File: config.mk
export PLATFORM = sky130hd
export DESIGN_NAME = multi_mode_line_code_encoder_flat
export DESIGN_NICKNAME = d
export VERILOG_FILES = /design/src/design/mmlc_pkg.sv /design/src/design/mmlc_in_if.sv /design/src/design/mmlc_out_if.sv /design/src/design/mmlc_front.sv /design/src/design/mmlc_fifo.sv /design/src/design/mmlc_back.sv /design/src/design/multi_mode_line_code_encoder.sv /design/src/flat_wrapper.sv
export SDC_FILE = /design/constraint.sdc
export NUM_CORES = 1
export LEC_CHECK = 0
export ABC_AREA = 1
export BUFFER_PORTS_ARGS = -buffer_cell sky130_fd_sc_hd__buf_4
export CAP_MARGIN = 0
export CORE_MARGIN = 4
export CORE_UTILIZATION = 27
export DETAILED_ROUTE_END_ITERATION = 8
export REMOVE_ABC_BUFFERS = 1
export SETUP_SLACK_MARGIN = 0.02
export SYNTH_ARGS = -nofsm -noshare
export SYNTH_HDL_FRONTEND = slang
export SYNTH_HIERARCHICAL = 1
export SYNTH_SLANG_ARGS = --single-unit
File: constraint.sdc
create_clock -name clk_i -period 4.87 [get_ports clk_i]
set_clock_uncertainty 0.1 [all_clocks]
set_input_delay 1.2175 -clock clk_i [delete_from_list [all_inputs] [get_ports clk_i]]
set_output_delay 1.2175 -clock clk_i [all_outputs]
set_load 0.01 [all_outputs]
File: src/design/mmlc_pkg.sv
`timescale 1ns / 1ps
`default_nettype none
// ----------------------------------------------------------------------------
// mmlc_pkg: shared types and constants of the line code encoder
// Mode codes, the two-bit line level encoding and the symbol burst that
// the classifier hands to the symbol emitter.
// ----------------------------------------------------------------------------
package mmlc_pkg;

  // Longest burst one data bit can cause (the B8ZS substitution).
  localparam int unsigned MaxSym = 8;
  localparam int unsigned SymIdxW = $clog2(MaxSym);
  // Default depth of the burst queue between classifier and emitter.
  localparam int unsigned QueueDepthDef = 2;

  typedef enum logic [2:0] {
    MODE_NRZL   = 3'd0,
    MODE_NRZI   = 3'd1,
    MODE_MANCH  = 3'd2,
    MODE_DMANCH = 3'd3,
    MODE_AMI    = 3'd4,
    MODE_B8ZS   = 3'd5,
    MODE_HDB3   = 3'd6
  } mode_e;

  typedef logic signed [1:0] level_t;

  localparam level_t LvZero = 2'sb00;
  localparam level_t LvPos  = 2'sb01;
  localparam level_t LvNeg  = 2'sb11;

  // One burst of symbols; entries 0 to last are sent in order.
  typedef struct packed {
    level_t [MaxSym-1:0] lv;
    logic [SymIdxW-1:0]  last;
  } burst_t;

  typedef struct packed {
    logic full;
    logic empty;
  } q_stat_t;

  function automatic level_t pol(input logic neg);
    return neg ? LvNeg : LvPos;
  endfunction

endpackage
`default_nettype wire

File: src/design/mmlc_in_if.sv
`timescale 1ns / 1ps
`default_nettype none
// ----------------------------------------------------------------------------
// mmlc_in_if: data bit channel
// Valid/ready channel carrying one data bit and the end-of-stream flag.
// ----------------------------------------------------------------------------
interface mmlc_in_if;
  logic valid;
  logic ready;
  logic data_bit;
  logic final_bit;

  modport source (output valid, output data_bit, output final_bit, input ready);
  modport sink   (input valid, input data_bit, input final_bit, output ready);
endinterface
`default_nettype wire

File: src/design/mmlc_out_if.sv
`timescale 1ns / 1ps
`default_nettype none
// ----------------------------------------------------------------------------
// mmlc_out_if: line symbol channel
// Valid/ready channel carrying one line symbol and its end-of-run flag.
// ----------------------------------------------------------------------------
interface mmlc_out_if;
  logic              valid;
  logic              ready;
  logic signed [1:0] level;
  logic              run_end;

  modport source (output valid, output level, output run_end, input ready);
  modport sink   (input valid, input level, input run_end, output ready);
endinterface
`default_nettype wire

File: src/design/mmlc_front.sv
`timescale 1ns / 1ps
`default_nettype none
// ----------------------------------------------------------------------------
// mmlc_front: bit classifier
// Holds the mode register and the coder state, and turns each accepted
// data bit into a burst of zero to eight symbols for the queue.
// ----------------------------------------------------------------------------
module mmlc_front (
  input  wire logic             clk_i,
  input  wire logic             rst_ni,
  input  wire logic             cfg_we_i,
  input  wire logic [2:0]       cfg_wdata_i,
  mmlc_in_if.sink               in_i,
  input  wire mmlc_pkg::q_stat_t q_stat_i,
  output mmlc_pkg::burst_t      burst_o,
  output logic                  push_o
);

  mmlc_pkg::mode_e mode_q;
  logic [2:0] held_q, held_d;
  logic lm_neg_q, lm_neg_d;
  logic odd_q, odd_d;
  logic nrzi_q, nrzi_d;
  logic half_q, half_d;
  logic first_neg;
  logic emit;
  logic accept;
  mmlc_pkg::burst_t burst;

  assign in_i.ready = !q_stat_i.full;
  assign accept     = in_i.valid && in_i.ready;

  always_comb begin
    held_d    = held_q;
    lm_neg_d  = lm_neg_q;
    odd_d     = odd_q;
    nrzi_d    = nrzi_q;
    half_d    = half_q;
    burst     = '0;
    emit      = 1'b0;
    first_neg = half_q ^ in_i.data_bit;
    unique case (mode_q)
      mmlc_pkg::MODE_NRZL: begin
        burst.lv[0] = mmlc_pkg::pol(in_i.data_bit);
        emit = 1'b1;
      end
      mmlc_pkg::MODE_NRZI: begin
        nrzi_d = nrzi_q ^ in_i.data_bit;
        burst.lv[0] = mmlc_pkg::pol(nrzi_d);
        emit = 1'b1;
      end
      mmlc_pkg::MODE_MANCH: begin
        burst.lv[0] = mmlc_pkg::pol(in_i.data_bit);
        burst.lv[1] = mmlc_pkg::pol(!in_i.data_bit);
        burst.last  = mmlc_pkg::SymIdxW'(1);
        emit = 1'b1;
      end
      mmlc_pkg::MODE_DMANCH: begin
        burst.lv[0] = mmlc_pkg::pol(first_neg);
        burst.lv[1] = mmlc_pkg::pol(!first_neg);
        burst.last  = mmlc_pkg::SymIdxW'(1);
        half_d = !first_neg;
        emit = 1'b1;
      end
      mmlc_pkg::MODE_AMI: begin
        if (in_i.data_bit) begin
          lm_neg_d = !lm_neg_q;
          burst.lv[0] = mmlc_pkg::pol(!lm_neg_q);
        end
        emit = 1'b1;
      end
      mmlc_pkg::MODE_B8ZS: begin
        if (in_i.data_bit) begin
          // Held zeros first, then the mark.
          burst.lv[held_q] = mmlc_pkg::pol(!lm_neg_q);
          burst.last = held_q;
          lm_neg_d = !lm_neg_q;
          held_d = '0;
          emit = 1'b1;
        end else if (held_q == 3'd7) begin
          // 000VB0VB, polarity ends where it began.
          burst.lv[3] = mmlc_pkg::pol(lm_neg_q);
          burst.lv[4] = mmlc_pkg::pol(!lm_neg_q);
          burst.lv[6] = mmlc_pkg::pol(!lm_neg_q);
          burst.lv[7] = mmlc_pkg::pol(lm_neg_q);
          burst.last  = mmlc_pkg::SymIdxW'(7);
          held_d = '0;
          emit = 1'b1;
        end else if (in_i.final_bit) begin
          burst.last = held_q;
          held_d = '0;
          emit = 1'b1;
        end else begin
          held_d = held_q + 3'd1;
        end
      end
      mmlc_pkg::MODE_HDB3: begin
        if (in_i.data_bit) begin
          burst.lv[held_q] = mmlc_pkg::pol(!lm_neg_q);
          burst.last = held_q;
          lm_neg_d = !lm_neg_q;
          odd_d = !odd_q;
          held_d = '0;
          emit = 1'b1;
        end else if (held_q >= 3'd3) begin
          if (odd_q) begin
            // 000V
            burst.lv[3] = mmlc_pkg::pol(lm_neg_q);
          end else begin
            // B00V
            burst.lv[0] = mmlc_pkg::pol(!lm_neg_q);
            burst.lv[3] = mmlc_pkg::pol(!lm_neg_q);
            lm_neg_d = !lm_neg_q;
          end
          burst.last = mmlc_pkg::SymIdxW'(3);
          odd_d  = 1'b0;
          held_d = '0;
          emit = 1'b1;
        end else if (in_i.final_bit) begin
          burst.last = held_q;
          held_d = '0;
          emit = 1'b1;
        end else begin
          held_d = held_q + 3'd1;
        end
      end
      default: begin
        emit = 1'b1;
      end
    endcase
  end

  assign burst_o = burst;
  assign push_o  = accept && emit;

  always_ff @(posedge clk_i or negedge rst_ni) begin
    if (!rst_ni) begin
      mode_q   <= mmlc_pkg::MODE_NRZL;
      held_q   <= '0;
      lm_neg_q <= 1'b1;
      odd_q    <= 1'b0;
      nrzi_q   <= 1'b0;
      half_q   <= 1'b1;
    end else if (cfg_we_i) begin
      // Mode change drops any held zeros.
      mode_q <= mmlc_pkg::mode_e'(cfg_wdata_i);
      held_q <= '0;
    end else if (accept) begin
      held_q   <= held_d;
      lm_neg_q <= lm_neg_d;
      odd_q    <= odd_d;
      nrzi_q   <= nrzi_d;
      half_q   <= half_d;
    end
  end

`ifndef SYNTHESIS
  a_hdb3_held: assert property (@(posedge clk_i) disable iff (!rst_ni)
    (mode_q == mmlc_pkg::MODE_HDB3) |-> (held_q <= 3'd3))
    else $error("HDB3 holds more than three zeros");
  a_ami_alt: assert property (@(posedge clk_i) disable iff (!rst_ni)
    (accept && !cfg_we_i && in_i.data_bit && mode_q == mmlc_pkg::MODE_AMI)
      |=> (lm_neg_q != $past(lm_neg_q)))
    else $error("AMI mark did not alternate polarity");
`endif

endmodule
`default_nettype wire

File: src/design/mmlc_fifo.sv
`timescale 1ns / 1ps
`default_nettype none
// ----------------------------------------------------------------------------
// mmlc_fifo: burst queue
// Short first-in first-out queue of symbol bursts between classifier
// and emitter.
// ----------------------------------------------------------------------------
module mmlc_fifo #(
  parameter int unsigned Depth = mmlc_pkg::QueueDepthDef
) (
  input  wire logic              clk_i,
  input  wire logic              rst_ni,
  input  wire logic              push_i,
  input  wire mmlc_pkg::burst_t  wdata_i,
  input  wire logic              pop_i,
  output mmlc_pkg::burst_t       rdata_o,
  output mmlc_pkg::q_stat_t      stat_o
);

  localparam int unsigned PtrW = (Depth > 1) ? $clog2(Depth) : 1;
  localparam int unsigned CntW = $clog2(Depth + 1);

  mmlc_pkg::burst_t mem_q [Depth];
  logic [PtrW-1:0] wr_q, rd_q;
  logic [CntW-1:0] cnt_q;

  assign stat_o.full  = (cnt_q == CntW'(Depth));
  assign stat_o.empty = (cnt_q == '0);
  assign rdata_o      = mem_q[rd_q];

  always_ff @(posedge clk_i) begin
    if (push_i) begin
      mem_q[wr_q] <= wdata_i;
    end
  end

  always_ff @(posedge clk_i or negedge rst_ni) begin
    if (!rst_ni) begin
      wr_q  <= '0;
      rd_q  <= '0;
      cnt_q <= '0;
    end else begin
      if (push_i) begin
        wr_q <= (wr_q == PtrW'(Depth - 1)) ? '0 : wr_q + 1'b1;
      end
      if (pop_i) begin
        rd_q <= (rd_q == PtrW'(Depth - 1)) ? '0 : rd_q + 1'b1;
      end
      if (push_i && !pop_i) begin
        cnt_q <= cnt_q + 1'b1;
      end else if (pop_i && !push_i) begin
        cnt_q <= cnt_q - 1'b1;
      end
    end
  end

`ifndef SYNTHESIS
  a_no_overflow: assert property (@(posedge clk_i) disable iff (!rst_ni)
    !(push_i && stat_o.full))
    else $error("burst queue overflow");
  a_no_underflow: assert property (@(posedge clk_i) disable iff (!rst_ni)
    !(pop_i && stat_o.empty))
    else $error("burst queue underflow");
`endif

endmodule
`default_nettype wire

File: src/design/mmlc_back.sv
`timescale 1ns / 1ps
`default_nettype none
// ----------------------------------------------------------------------------
// mmlc_back: symbol emitter
// Walks the head burst into the output register, one symbol per ready cycle.
// ----------------------------------------------------------------------------
module mmlc_back (
  input  wire logic              clk_i,
  input  wire logic              rst_ni,
  input  wire mmlc_pkg::burst_t  head_i,
  input  wire mmlc_pkg::q_stat_t q_stat_i,
  output logic                   pop_o,
  mmlc_out_if.source             out_o
);

  logic [mmlc_pkg::SymIdxW-1:0] idx_q;
  logic out_valid_q;
  mmlc_pkg::level_t level_q;
  logic run_end_q;
  logic load;
  logic take;
  logic at_last;

  assign load    = !out_valid_q || out_o.ready;
  assign take    = load && !q_stat_i.empty;
  assign at_last = (idx_q == head_i.last);
  assign pop_o   = take && at_last;

  always_ff @(posedge clk_i or negedge rst_ni) begin
    if (!rst_ni) begin
      out_valid_q <= 1'b0;
      idx_q       <= '0;
    end else begin
      if (load) begin
        out_valid_q <= !q_stat_i.empty;
      end
      if (take) begin
        idx_q <= at_last ? '0 : idx_q + 1'b1;
      end
    end
  end

  always_ff @(posedge clk_i) begin
    if (take) begin
      level_q   <= head_i.lv[idx_q];
      run_end_q <= at_last;
    end
  end

  assign out_o.valid   = out_valid_q;
  assign out_o.level   = level_q;
  assign out_o.run_end = run_end_q;

`ifndef SYNTHESIS
  a_idx_in_burst: assert property (@(posedge clk_i) disable iff (!rst_ni)
    !q_stat_i.empty |-> (idx_q <= head_i.last))
    else $error("symbol index past end of burst");
`endif

endmodule
`default_nettype wire

File: src/design/multi_mode_line_code_encoder.sv
`timescale 1ns / 1ps
`default_nettype none
// ----------------------------------------------------------------------------
// multi_mode_line_code_encoder: NRZ/Manchester/AMI/B8ZS/HDB3 line encoder
// Data bits in, ternary line symbols out, scheme chosen by a mode register.
// ----------------------------------------------------------------------------
// Usage:
//   in_i   carries one data bit per item plus final_bit, which flushes
//          zeros held for B8ZS or HDB3 as plain zero symbols.
//   out_o  carries one line symbol per item (+1, 0, -1 as a signed 2-bit
//          level); run_end marks the last symbol caused by one data bit.
//   cfg_we_i/cfg_wdata_i write the mode (0 NRZ-L ... 6 HDB3, 7 zeros only);
//          write only while idle. A write drops any held zeros.
// Flow: a taken bit's burst goes into the queue, then its first symbol into
//   the output register. The emitter sends one symbol per cycle while
//   out_o.ready allows. A bit makes 1 symbol for NRZ and AMI, 2 for both
//   Manchester modes, up to 8 for a B8ZS substitution burst. Held zeros
//   make none until flushed. The classifier runs ahead by QueueDepth bursts.
// Reset: mode NRZ-L, no held zeros, last mark negative (first mark +1),
//   NRZ-I level +1, differential Manchester previous half -1, queue empty.
// Stall: a low out_o.ready holds the output symbol; the queue fills and
//   then in_i.ready drops until the emitter drains a burst.
// ----------------------------------------------------------------------------
module multi_mode_line_code_encoder #(
  parameter int unsigned QueueDepth = mmlc_pkg::QueueDepthDef
) (
  input  wire logic       clk_i,
  input  wire logic       rst_ni,
  input  wire logic       cfg_we_i,
  input  wire logic [2:0] cfg_wdata_i,
  mmlc_in_if.sink         in_i,
  mmlc_out_if.source      out_o
);

  // Bursts travel from classifier to emitter through the queue.
  mmlc_pkg::burst_t  push_burst;
  mmlc_pkg::burst_t  head_burst;
  mmlc_pkg::q_stat_t q_stat;
  logic push;
  logic pop;

  // Classify each bit and update the coder state.
  mmlc_front u_front (
    .clk_i       (clk_i),
    .rst_ni      (rst_ni),
    .cfg_we_i    (cfg_we_i),
    .cfg_wdata_i (cfg_wdata_i),
    .in_i        (in_i),
    .q_stat_i    (q_stat),
    .burst_o     (push_burst),
    .push_o      (push)
  );

  // Hold pending bursts so each side can stall on its own.
  mmlc_fifo #(
    .Depth (QueueDepth)
  ) u_fifo (
    .clk_i   (clk_i),
    .rst_ni  (rst_ni),
    .push_i  (push),
    .wdata_i (push_burst),
    .pop_i   (pop),
    .rdata_o (head_burst),
    .stat_o  (q_stat)
  );

  // Serialize bursts into symbols behind the output register.
  mmlc_back u_back (
    .clk_i    (clk_i),
    .rst_ni   (rst_ni),
    .head_i   (head_burst),
    .q_stat_i (q_stat),
    .pop_o    (pop),
    .out_o    (out_o)
  );

endmodule
`default_nettype wire
File: src/flat_wrapper.sv
// flat-port wrapper written by rule: the top's interface ports become plain ports
module multi_mode_line_code_encoder_flat 
#(
  parameter int unsigned QueueDepth = mmlc_pkg::QueueDepthDef
)
  (clk_i, rst_ni, cfg_we_i, cfg_wdata_i, in_i_valid, in_i_data_bit, in_i_final_bit, in_i_ready, out_o_valid, out_o_level, out_o_run_end, out_o_ready);
  mmlc_in_if in_i_i ();
  mmlc_out_if out_o_i ();
  input  wire logic clk_i;
  input  wire logic rst_ni;
  input  wire logic cfg_we_i;
  input  wire logic [2:0] cfg_wdata_i;
  input wire logic [$bits(in_i_i.valid)-1:0] in_i_valid;
  input wire logic [$bits(in_i_i.data_bit)-1:0] in_i_data_bit;
  input wire logic [$bits(in_i_i.final_bit)-1:0] in_i_final_bit;
  output wire logic [$bits(in_i_i.ready)-1:0] in_i_ready;
  output wire logic [$bits(out_o_i.valid)-1:0] out_o_valid;
  output wire logic [$bits(out_o_i.level)-1:0] out_o_level;
  output wire logic [$bits(out_o_i.run_end)-1:0] out_o_run_end;
  input wire logic [$bits(out_o_i.ready)-1:0] out_o_ready;
  assign in_i_i.valid = in_i_valid;
  assign in_i_i.data_bit = in_i_data_bit;
  assign in_i_i.final_bit = in_i_final_bit;
  assign in_i_ready = in_i_i.ready;
  assign out_o_valid = out_o_i.valid;
  assign out_o_level = out_o_i.level;
  assign out_o_run_end = out_o_i.run_end;
  assign out_o_i.ready = out_o_ready;
  multi_mode_line_code_encoder #(.QueueDepth(QueueDepth)) u_core (.clk_i(clk_i), .rst_ni(rst_ni), .cfg_we_i(cfg_we_i), .cfg_wdata_i(cfg_wdata_i), .in_i(in_i_i), .out_o(out_o_i));
endmodule
==> impl_metrics.json, run 1 <==
{
  "timing.critical_path.required_ps": 4720,
  "dominantRegCellSynth": "sky130_fd_sc_hd__edfxtp_1",
  "synth.cell_area_um2": 3270,
  "status": "complete, no violations",
  "fmax_mhz": 356,
  "htree_levels": 3,
  "clock_tree.root_cell": "sky130_fd_sc_hd__clkbuf_16",
  "timing_worst_slew_pin_value_ps": 817,
  "global_route.overflow_total": 0,
  "ys_seq_elements": 59,
  "clock_path_buffers": 2,
  "detailed_router_s_first_iteration_violation_count": 83,
  "ys_seq_area_share_pct": 51.5,
  "antenna_left": 0,
  "clkSinkCount": 59,
  "worst_slew_margin_rel_pct": 45.6,
  "area_growth_syn_to_layout_pct": 16.1,
  "synth_area_per_cell_um2": 9.54,
  "rsz0062_at_grt": "false",
  "synth.distinct_cells": 34,
  "setup_slack_ps": 2060,
  "numCtsBuffers": 9,
  "die_width_um": 118,
  "place.port_buffers": 14,
  "setup_violations": 0,
  "dpl_cell_area_um2": 3510,
  "grt_pass1_wl_um": 11000,
  "final_layout_size_suffix_gt1_share_pct": 20.2,
  "post_synth_edffs": 41,
  "detailroute.wirelength.met2_um": 3090,
  "layout.cell_area.non_filler_um2": 3800,
  "cellLeakagePower_nw": 1.69,
  "critPathLaunchType": "input port",
  "final-hold-violation-count": 0,
  "cp.arrival_ps": 2660,
  "fin_tns_setup_ps": 0,
  "fp.coreArea_um2": 11700,
  "cts_resized": 0,
  "floorplan.initialDensity_pct": 28.1,
  "timing.setup.critical_path_class": "input port to register",
  "hold_path.class": "register to register",
  "routed-wl-met3_um": 301,
  "nNetsFinal": 378,
  "hold_buffer_count_at_cts": 0,
  "final.hold.worst_slack_ps": 393,
  "detailed_place_hpwl_um": 4860,
  "synthCells": 343,
  "powerDensity_nw_per_um2": 542,
  "dr.max_layer_used": "met4",
  "fillers": 1161,
  "finalWeightedCongestion": 0.872,
  "via_count": 2318,
  "timing.final.max_slew_violations": 0,
  "fp.dieArea_um2": 13900,
  "antenna_found_initial": 0,
  "num_antenna_cells": 0,
  "cp_max_fo": 20,
  "grtUsageTotal_pct": 9.84,
  "period_needed_ps": 2810,
  "clkSlewWorstSetupHoldPaths_ps": 50,
  "worst_ir_drop_vdd_mv": 0.176,
  "wl_met1_um": 3050,
  "maxCapViolations": 0,
  "vias_per_cell": 4.55,
  "worst_setup_path_end_kind": "register",
  "final_min_period_over_clock_period_pct": 57.7,
  "io-pin-count": 15,
  "drc": 0,
  "ys_warn_count": 6,
  "vias_in_the_first_global_route": 2241,
  "die_h_um": 118,
  "tritoncts": "yes",
  "row_count": 39,
  "drt-total-wl_um": 6550,
  "grt_start_max_net_pins": 21,
  "postSynth.asyncResetShare_pct": 30.5,
  "clk_latency_ps": 320,
  "post-cts-setup-buffer-count": 0,
  "place_worst_setup_slack_ps": 1680,
  "first_pass_iters": 4,
  "wl_per_cell_um": 12.8
}
==> worst max-delay path, stage by stage <==
cell and delay, ps:
sky130_fd_sc_hd__buf_4 240, sky130_fd_sc_hd__nor2_1 90, sky130_fd_sc_hd__nand2_2 90, sky130_fd_sc_hd__nor2_4 40, sky130_fd_sc_hd__a21oi_1 300, sky130_fd_sc_hd__nand2_1 90
sky130_fd_sc_hd__inv_1 570
==> through the flow <==
stage | util, % | power, mW | cells
floorplan | - | 1.28 | 335
global placement | 30.1 | 1.45 | 494
detailed placement | 30.1 | 1.47 | 494
CTS | 32.6 | 2.09 | 510
global route | 32.6 | 2.20 | 510
finish | 32.6 | 2.06 | 510
==> final timing paths <==
check	startpoint	to	slack, ps	cells past startpoint
min in group asynchronous	rst_ni	u_core/u_back/out_o.valid$_DFFE_PN0N_	670	1
max in group asynchronous	rst_ni	u_core/u_front/half_q$_DFFE_PN1P_	3720	1
setup reg to reg	u_core/u_front/held_q[0]$_DFFE_PN0P_	u_core/u_fifo/mem_q[1][1]$_DFFE_PP_	2170	8
setup / recovery	in_i_data_bit	u_core/u_fifo/mem_q[1][1]$_DFFE_PP_	2060	7
hold / removal	u_core/u_fifo/wr_q$_DFFE_PN0P_	u_core/u_fifo/wr_q$_DFFE_PN0P_	390	1
hold reg to reg	u_core/u_fifo/wr_q$_DFFE_PN0P_	u_core/u_fifo/wr_q$_DFFE_PN0P_	390	1
==> synth_stat cells (2+ instances only) <==
cell type,n,area share [%]
sky130_fd_sc_hd__nand2_2,4,0.76
sky130_fd_sc_hd__xor2_1,3,0.80
sky130_fd_sc_hd__o21ai_1,4,0.61
sky130_fd_sc_hd__nor2_1,36,4.1
sky130_fd_sc_hd__nand2_1,91,10
sky130_fd_sc_hd__buf_4,3,0.69
sky130_fd_sc_hd__edfxtp_1,41,38
sky130_fd_sc_hd__nand3_1,18,2.8
sky130_fd_sc_hd__inv_1,35,4.0
sky130_fd_sc_hd__nand3_4,2,1.1
sky130_fd_sc_hd__o21a_1,2,0.46
sky130_fd_sc_hd__o21ai_0,15,2.3
sky130_fd_sc_hd__buf_6,2,0.69
sky130_fd_sc_hd__nor2_2,3,0.57
sky130_fd_sc_hd__nor2_4,2,0.69
sky130_fd_sc_hd__buf_2,3,0.46
sky130_fd_sc_hd__mux2_4,19,8.7
sky130_fd_sc_hd__dfstp_2,2,1.6
sky130_fd_sc_hd__dfrtp_1,16,12
sky130_fd_sc_hd__nand4_1,8,1.5
sky130_fd_sc_hd__a22oi_1,2,0.46
sky130_fd_sc_hd__ha_1,6,2.3
sky130_fd_sc_hd__inv_2,7,0.80
sky130_fd_sc_hd__nor3_1,3,0.46
sky130_fd_sc_hd__xnor2_1,2,0.54
sky130_fd_sc_hd__a21oi_1,6,0.92
==> flip-flops by register name, summed over array words and instances, names as in the netlist, 2 cells and up <==
register and flops:
u_core/u_back/idx_q 3, u_core/u_back/out_o.level 2, u_core/u_fifo/cnt_q 2, u_core/u_fifo/mem_q 38
u_core/u_front/held_q 3, u_core/u_front/mode_q 3
==> placed cells by master, fill, tap and decap left out, drive strengths merged <==
cell type,instances
nand4,8
clkinv,2
bufinv,1
a21oi,8
xor2,3
inv,43
a22oi,2
nor2,41
o221ai,1
nor3,4
o21ai,19
ha,6
xnor2,2
and2,1
clkinvlp,2
nand2,96
clkbuf,11
o21a,2
edfxtp,41
dfstp,2
mux2,19
buf,16
dfrtp,16
nand3,21
==> logic make-up after synthesis <==
kind of cell	share of synthesized area, %
multiplexers	8.72
adder cells (fa/ha/maj)	2.29
AO/OA/AOI/OAI	5.77
XOR/XNOR	1.34
buffers and inverters	6.85
flip-flops	51.5
AND/OR/NAND/NOR	23.6
==> per-layer routing <==
layer | up-vias | track usage [%]
met5 | - | 0
met4 | 0 | 3.66
met3 | 11 | 2.93
met2 | 43 | 16.1
met1 | 1085 | 12.2
li1 | 1179 | -
==> report_power, final <==
part	total [mW]	switching, mW	internal, mW
clock network	0.605	0.212	0.393
logic	0.628	0.338	0.290
registers	0.825	0.118	0.707
==> layout make-up <==
cell class	instances	area, um^2	share of cell area (%)
Clock buffer	11	233	6.13
Multi-Input combinational cell	233	1360	35.9
Clock inverter	5	53.8	1.42
Timing Repair Buffer	16	120	3.16
Tap cell	143	179	4.71
Sequential cell	59	1680	44.3
Inverter	43	164	4.32
Power figures use the tool's default switching activity.
==> inputs of run 2 (changes only) <==
Settings changed: ABC_AREA 1 to 0.
Clock period 4.87 ns to 2.3 ns, I/O delays scaled along.
==> run 2 against run 1 <==
Compared with the run above: global-route usage down 0.083 points; final area is 0.99% higher; sequential cell count did not move; count of clock-buffer cells in the layout unchanged; register-to-register slack worse by 2100 ps; area after synthesis down 5.2%; critical endpoint is now u_core/u_fifo/mem_q[0][18]$_DFFE_PP_; core utilization grew 2.2 points.
==> impl_metrics.json, run 2 <==
{
  "status": "complete, no violations",
  "buf_inv_stages_crit_path": 1,
  "via_count": 1918,
  "rsz0062_at_grt": "false",
  "maxCapViolations": 0,
  "synth_top_area_share_pct": 39.7,
  "global_route.overflow_total": 0,
  "timing_worst_slew_pin_value_ps": 487,
  "htree_levels": 3,
  "synthCells": 229,
  "setup_violations": 0,
  "worst_stage_delay_on_the_critical_path_ps": 590,
  "antenna_found_initial": 0,
  "die_h_um": 115,
  "worst_ir_drop_vdd_mv": 0.490,
  "yosys-top-cells-area": "sky130_fd_sc_hd__edfxtp_1, sky130_fd_sc_hd__dfrtp_1, sky130_fd_sc_hd__mux2_4",
  "crit_family": "compound AO/OA/AOI/OAI gates",
  "ys_seq_elements": 59,
  "vias_in_the_first_global_route": 1921,
  "largest_register_ff_count": 38,
  "first_pass_iters": 4,
  "postSynth.asyncResetShare_pct": 30.5,
  "detailed_router_s_first_iteration_violation_count": 124,
  "clk_latency_ps": 320,
  "timing.final.max_slew_violations": 0,
  "numCtsBuffers": 9,
  "tritoncts": "yes",
  "ys_warn_count": 6,
  "period_needed_ps": 2220,
  "synth.most_common_cell": "sky130_fd_sc_hd__edfxtp_1",
  "timing.critical_path.required_ps": 2390,
  "worst_setup_path_end_kind": "register",
  "cp.arrival_ps": 2320,
  "hold_path.class": "input port to asynchronous set/reset pin",
  "powerDensity_nw_per_um2": 1170,
  "synth.cell_area_um2": 3100,
  "timing.setup.critical_path_class": "register to register",
  "die_width_um": 115,
  "grtUsageTotal_pct": 9.76,
  "slowest_stage": "sky130_fd_sc_hd__dfrtp_1",
  "floorplan.initialDensity_pct": 28.1,
  "cp_max_fo": 13,
  "grt_pass1_wl_um": 9820,
  "final-hold-violation-count": 0,
  "io-pin-count": 15,
  "cellLeakagePower_nw": 1.51,
  "final_layout_size_suffix_gt1_share_pct": 33.8,
  "critPathLaunchType": "register",
  "ys_seq_area_share_pct": 54.3,
  "detailed_place_hpwl_um": 4170,
  "nNetsFinal": 277,
  "final.hold.worst_slack_ps": 20.3,
  "fp.dieArea_um2": 13300,
  "dominantRegCellSynth": "sky130_fd_sc_hd__edfxtp_1",
  "layout.cells.most_common_list": "sky130_fd_sc_hd__edfxtp_1, sky130_fd_sc_hd__buf_4, sky130_fd_sc_hd__mux2_4",
  "antenna_left": 0,
  "layout.cells.most_common": "sky130_fd_sc_hd__edfxtp_1",
  "row_count": 38,
  "post-cts-setup-buffer-count": 0,
  "finalWeightedCongestion": 0.800,
  "clkSinkCount": 59,
  "timing.critical_path.depth": 5,
  "r2r_cells": 5,
  "drc": 0,
  "fmax_mhz": 450,
  "netlist_top_cells_count": "sky130_fd_sc_hd__edfxtp_1, sky130_fd_sc_hd__mux2_4, sky130_fd_sc_hd__dfrtp_1",
  "setup_slack_ps": 78.3,
  "critical_path.cell_chain": "nor2b_1 -> o211a_1 -> o21ai_0 -> o32ai_1 -> buf_4",
  "clock_tree.root_cell": "sky130_fd_sc_hd__clkbuf_16",
  "drt-total-wl_um": 5810,
  "place.port_buffers": 14,
  "synth_area_per_cell_um2": 13.5,
  "num_antenna_cells": 0,
  "grt_start_max_net_pins": 20,
  "register_name_with_the_most_flops": "u_core/u_fifo/mem_q",
  "clock_path_buffers": 2,
  "synth.distinct_cells": 53,
  "fp.coreArea_um2": 11000,
  "synth_top_cell_by_area": "sky130_fd_sc_hd__edfxtp_1",
  "vias_per_cell": 4.72,
  "numPlacedInstances": 390,
  "worst_slew_margin_rel_pct": 66.7,
  "post_synth_edffs": 41,
  "clkSlewWorstSetupHoldPaths_ps": 50,
  "place_worst_setup_slack_ps": 6.93,
  "final-instance-count-excl-fill": 406,
  "wl_per_cell_um": 14.3,
  "final_min_period_over_clock_period_pct": 96.6,
  "area_growth_syn_to_layout_pct": 23.7
}
==> run 2: cell count changes in the layout (fill, tap and decap cells not counted), sizes merged, moves of 4 or more <==
cell    before  now
nand3       21    3
buf         16   35
nand2       96   14
a22o         0    4
xor2         3    9
mux4         0    4
nor2        41    7
nand4        8    2
o21ai       19   10
nand2b       0    4
inv         43    7
nor2b        0    6
mux2        19   26
==> run 2: repair_timing <==
| action | 4_1_cts | 5_1_grt |
|---|---|---|
| pin swaps | 1 | 3 |
| endpoints found under the setup margin | 1 | 1 |
| hold buffers | 0 | 0 |
| gates resized for setup | 3 | 3 |
==> run 2: worst paths after layout <==
path	from	endpoint	slack, ps
worst min-delay path	rst_ni	u_core/u_back/idx_q[2]$_DFFE_PN0P_	20
worst max register to register	u_core/u_front/mode_q[0]$_DFFE_PN0P_	u_core/u_fifo/mem_q[0][18]$_DFFE_PP_	80
worst max-delay path	u_core/u_front/mode_q[0]$_DFFE_PN0P_	u_core/u_fifo/mem_q[0][18]$_DFFE_PP_	80
worst min register to register	u_core/u_front/nrzi_q$_DFFE_PN0P_	u_core/u_front/nrzi_q$_DFFE_PN0P_	370
max in group asynchronous	rst_ni	u_core/u_front/lm_neg_q$_DFFE_PN1P_	1810
min in group clk_i	u_core/u_front/nrzi_q$_DFFE_PN0P_	u_core/u_front/nrzi_q$_DFFE_PN0P_	370
==> run 2: report_power, final <==
| part | leakage (nW) | switching, mW | internal [mW] |
|---|---|---|---|
| Sequential | 0.603 | 0.220 | 1.51 |
| Clock | 0.150 | 0.434 | 0.943 |
| Combinational | 0.753 | 0.575 | 0.804 |
| Total | 1.51 | 1.23 | 3.26 |
==> run 2: area by class of cell <==
cell class / instances / area (um^2)
clock buffers: 11 / 233
clock inverters: 5 / 77.6
fillers: 1099 / 7200
multi-input cells: 149 / 1340
repair buffers: 35 / 300
inverters: 7 / 26.3
well taps: 140 / 175
flip-flops and latches: 59 / 1690
==> run 2: stage by stage <==
step	utilization, %	total power, mW	instance area [um^2]	setup TNS (ps)
after CTS	34.7	4.56	3830	0
after detailed placement	31.7	3.13	3500	0
after global routing	34.8	4.77	3830	0
after global placement	31.7	3.10	3500	0
after floorplan	-	2.67	3020	-13200
final	34.8	4.49	3830	0
==> run 2: kinds of logic (layout without fill, tap and decap cells) <==
logic type	Yosys count	after routing	share of synthesized area [%]
compound gates	42	42	9.81
xor+xnor	13	13	3.91
fa+ha+maj	6	6	2.42
buf+inv	21	58	3.43
flops	59	59	54.3
mux	31	31	15.5
simple gates	57	57	10.7
==> run 2: routing by layer <==
metal / share of wire [%] / vias up / track usage (%)
met5: 0 / - / 0
met2: 47 / 47 / 15.0
met1: 47 / 932 / 12.7
met3: 5.0 / 5 / 3.74
li1: - / 934 / -
met4: 1.2 / 0 / 3.05
==> inputs of run 3 (changes only) <==
Settings changed: CTS_BUF_LIST set to sky130_fd_sc_hd__clkbuf_4 sky130_fd_sc_hd__clkbuf_8 sky130_fd_sc_hd__clkbuf_16.
==> run 3 against run 2 <==
Compared with the run above: final area up 0.20%; combinational power about the same; register-to-register slack about the same; first-iteration DRC count down 1.6%; setup slack better by 11 ps; count of clock-buffer cells in the layout unchanged; hold slack worse by 3.4 ps; core utilization up 0.068 points; wire length about the same; sequential cell count unchanged; sequential power about the same; clock power about the same; critical path type unchanged; critical endpoint unchanged.
==> impl_metrics.json, run 3 (synthesized netlist as in run 2, its figures left out) <==
{
  "status": "complete, no violations",
  "first_pass_iters": 5,
  "fillers": 1098,
  "rsz0062_at_grt": "false",
  "maxCapViolations": 0,
  "p_int_mw": 3.28,
  "worst_slew_margin_rel_pct": 67.1,
  "vias_in_the_first_global_route": 1925,
  "hold_path.class": "input port to asynchronous set/reset pin",
  "p_comb_share_pct": 30.5,
  "numCtsBuffers": 9,
  "cellLeakagePower_nw": 1.51,
  "switching_power_mw": 1.24,
  "fp.dieArea_um2": 13300,
  "timing.setup.critical_path_class": "register to register",
  "numPlacedInstances": 390,
  "layout.cells.most_common_list": "sky130_fd_sc_hd__edfxtp_1, sky130_fd_sc_hd__buf_4, sky130_fd_sc_hd__mux2_4",
  "clock_tree.root_cell": "sky130_fd_sc_hd__clkbuf_16",
  "drc": 0,
  "antenna_found_initial": 0,
  "final_layout_size_suffix_gt1_share_pct": 34.6,
  "place.port_buffers": 14,
  "reg2reg_to": "u_core/u_fifo/mem_q[0][18]$_DFFE_PP_",
  "row_count": 38,
  "vias_per_cell": 4.69,
  "timing.final.max_slew_violations": 0,
  "cp.arrival_ps": 2310,
  "die_h_um": 115,
  "num_antenna_cells": 0,
  "multi_input_area_um2": 1340,
  "clkSinkCount": 59,
  "nNetsFinal": 277,
  "final_min_period_over_clock_period_pct": 96.1,
  "fmax_mhz": 452,
  "seqCellArea_um2": 1690,
  "period_needed_ps": 2210,
  "clkSlewWorstSetupHoldPaths_ps": 50,
  "fp.coreArea_um2": 11000,
  "layout.cells.most_common": "sky130_fd_sc_hd__edfxtp_1",
  "grtUsageTotal_pct": 9.73,
  "p_sw_share_pct": 27.3,
  "setup_violations": 0,
  "share_seq_of_total_power_pct": 38.3,
  "worst_setup_path_end_kind": "register",
  "cp_max_fo": 13,
  "floorplan.initialDensity_pct": 28.1,
  "detailed_router_s_first_iteration_violation_count": 122,
  "io-pin-count": 15,
  "largest_register_ff_count": 38,
  "area_growth_syn_to_layout_pct": 23.9,
  "post-cts-setup-buffer-count": 0,
  "worst_setup_path_endpoint": "u_core/u_fifo/mem_q[0][18]$_DFFE_PP_",
  "tritoncts": "yes",
  "wl_per_cell_um": 14.3,
  "clk_latency_ps": 320,
  "clock_path_buffers": 2,
  "reg2reg_slack_ps": 90,
  "worst_ir_drop_vdd_mv": 0.491,
  "grt_start_max_net_pins": 20,
  "register_name_with_the_most_flops": "u_core/u_fifo/mem_q",
  "hold_buffer_count_at_cts": 0,
  "global_route.overflow_total": 0,
  "final-instance-count-excl-fill": 406,
  "critPathLaunchType": "register",
  "grt_pass1_wl_um": 9800,
  "regToRegStartpoint": "u_core/u_front/mode_q[0]$_DFFE_PN0P_",
  "htree_levels": 3,
  "clock_power_share_pct": 31.1,
  "die_width_um": 115,
  "timing_worst_slew_pin_value_ps": 481,
  "final-hold-violation-count": 0,
  "final.hold.worst_slack_ps": 16.8,
  "drt-total-wl_um": 5810,
  "finalWeightedCongestion": 0.800,
  "timing.critical_path.required_ps": 2400,
  "crit_start": "u_core/u_front/mode_q[0]$_DFFE_PN0P_",
  "r2r_cells": 5,
  "antenna_left": 0,
  "via_count": 1903,
  "powerDensity_nw_per_um2": 1180,
  "detailed_place_hpwl_um": 4170
}
==> run 3: worst min-delay path by stage <==
stage               slack [ps]                                  to   start  cells after the start
finish                      20  u_core/u_back/idx_q[2]$_DFFE_PN0P_  rst_ni                      1
global route                30  u_core/u_back/idx_q[2]$_DFFE_PN0P_  rst_ni                      1
CTS                         20  u_core/u_back/idx_q[2]$_DFFE_PN0P_  rst_ni                      1
detailed placement         360  u_core/u_back/idx_q[2]$_DFFE_PN0P_  rst_ni                      1
global placement           360  u_core/u_back/idx_q[2]$_DFFE_PN0P_  rst_ni                      1
floorplan                  180  u_core/u_back/idx_q[0]$_DFFE_PN0P_  rst_ni                      0
==> run 3: worst max-delay path, cell delays in order, from the launching register on <==
cell and delay (ps):
sky130_fd_sc_hd__dfrtp_1 590, sky130_fd_sc_hd__nor2b_1 380, sky130_fd_sc_hd__o211a_1 250, sky130_fd_sc_hd__o21ai_0 140
sky130_fd_sc_hd__o32ai_1 450, sky130_fd_sc_hd__buf_4 190
==> run 3: per-layer routing <==
layer	vias to the layer above	track usage [%]	routed length, um
met5	-	0	0
met4	0	3.05	46
met3	4	3.74	274
met2	45	15.2	2770
met1	922	12.5	2720
li1	932	-	-
==> run 3: power by group through the flow <==
stage / registers, mW / clock network [mW] / logic (mW)
final: 1.73 / 1.41 / 1.38
after global placement: 1.75 / 0 / 1.35
after global routing: 1.78 / 1.51 / 1.51
after detailed placement: 1.76 / 0 / 1.37
after floorplan: 1.77 / 0 / 0.897
after CTS: 1.74 / 1.45 / 1.40
==> run 3: what timing repair did <==
action | in CTS | in global routing
resized for setup | 3 | 3
pin swaps | 1 | 3
endpoints found under the hold margin | 0 | 0
endpoints found under the setup margin | 1 | 1
==> run 3: area by class of cell <==
cell class                      instances  area share [%]
Inverter                                7           0.684
Multi-Input combinational cell        149            34.8
Clock inverter                          5            2.02
Tap cell                              140            4.56
Sequential cell                        59            43.9
Timing Repair Buffer                   35            7.82
Clock buffer                           11            6.25
==> run 3: per-stage QoR <==
stage / TNS [ps] / total power [mW] / utilization [%] / instance area [um^2] / setup slack [ps]
floorplan: -13200 / 2.67 / - / 3020 / -531
global placement: 0 / 3.10 / 31.7 / 3500 / 43.1
detailed placement: 0 / 3.13 / 31.7 / 3500 / 6.93
CTS: 0 / 4.58 / 34.8 / 3840 / 29.9
global route: 0 / 4.79 / 34.8 / 3840 / 29.3
finish: 0 / 4.52 / 34.8 / 3840 / 89.0
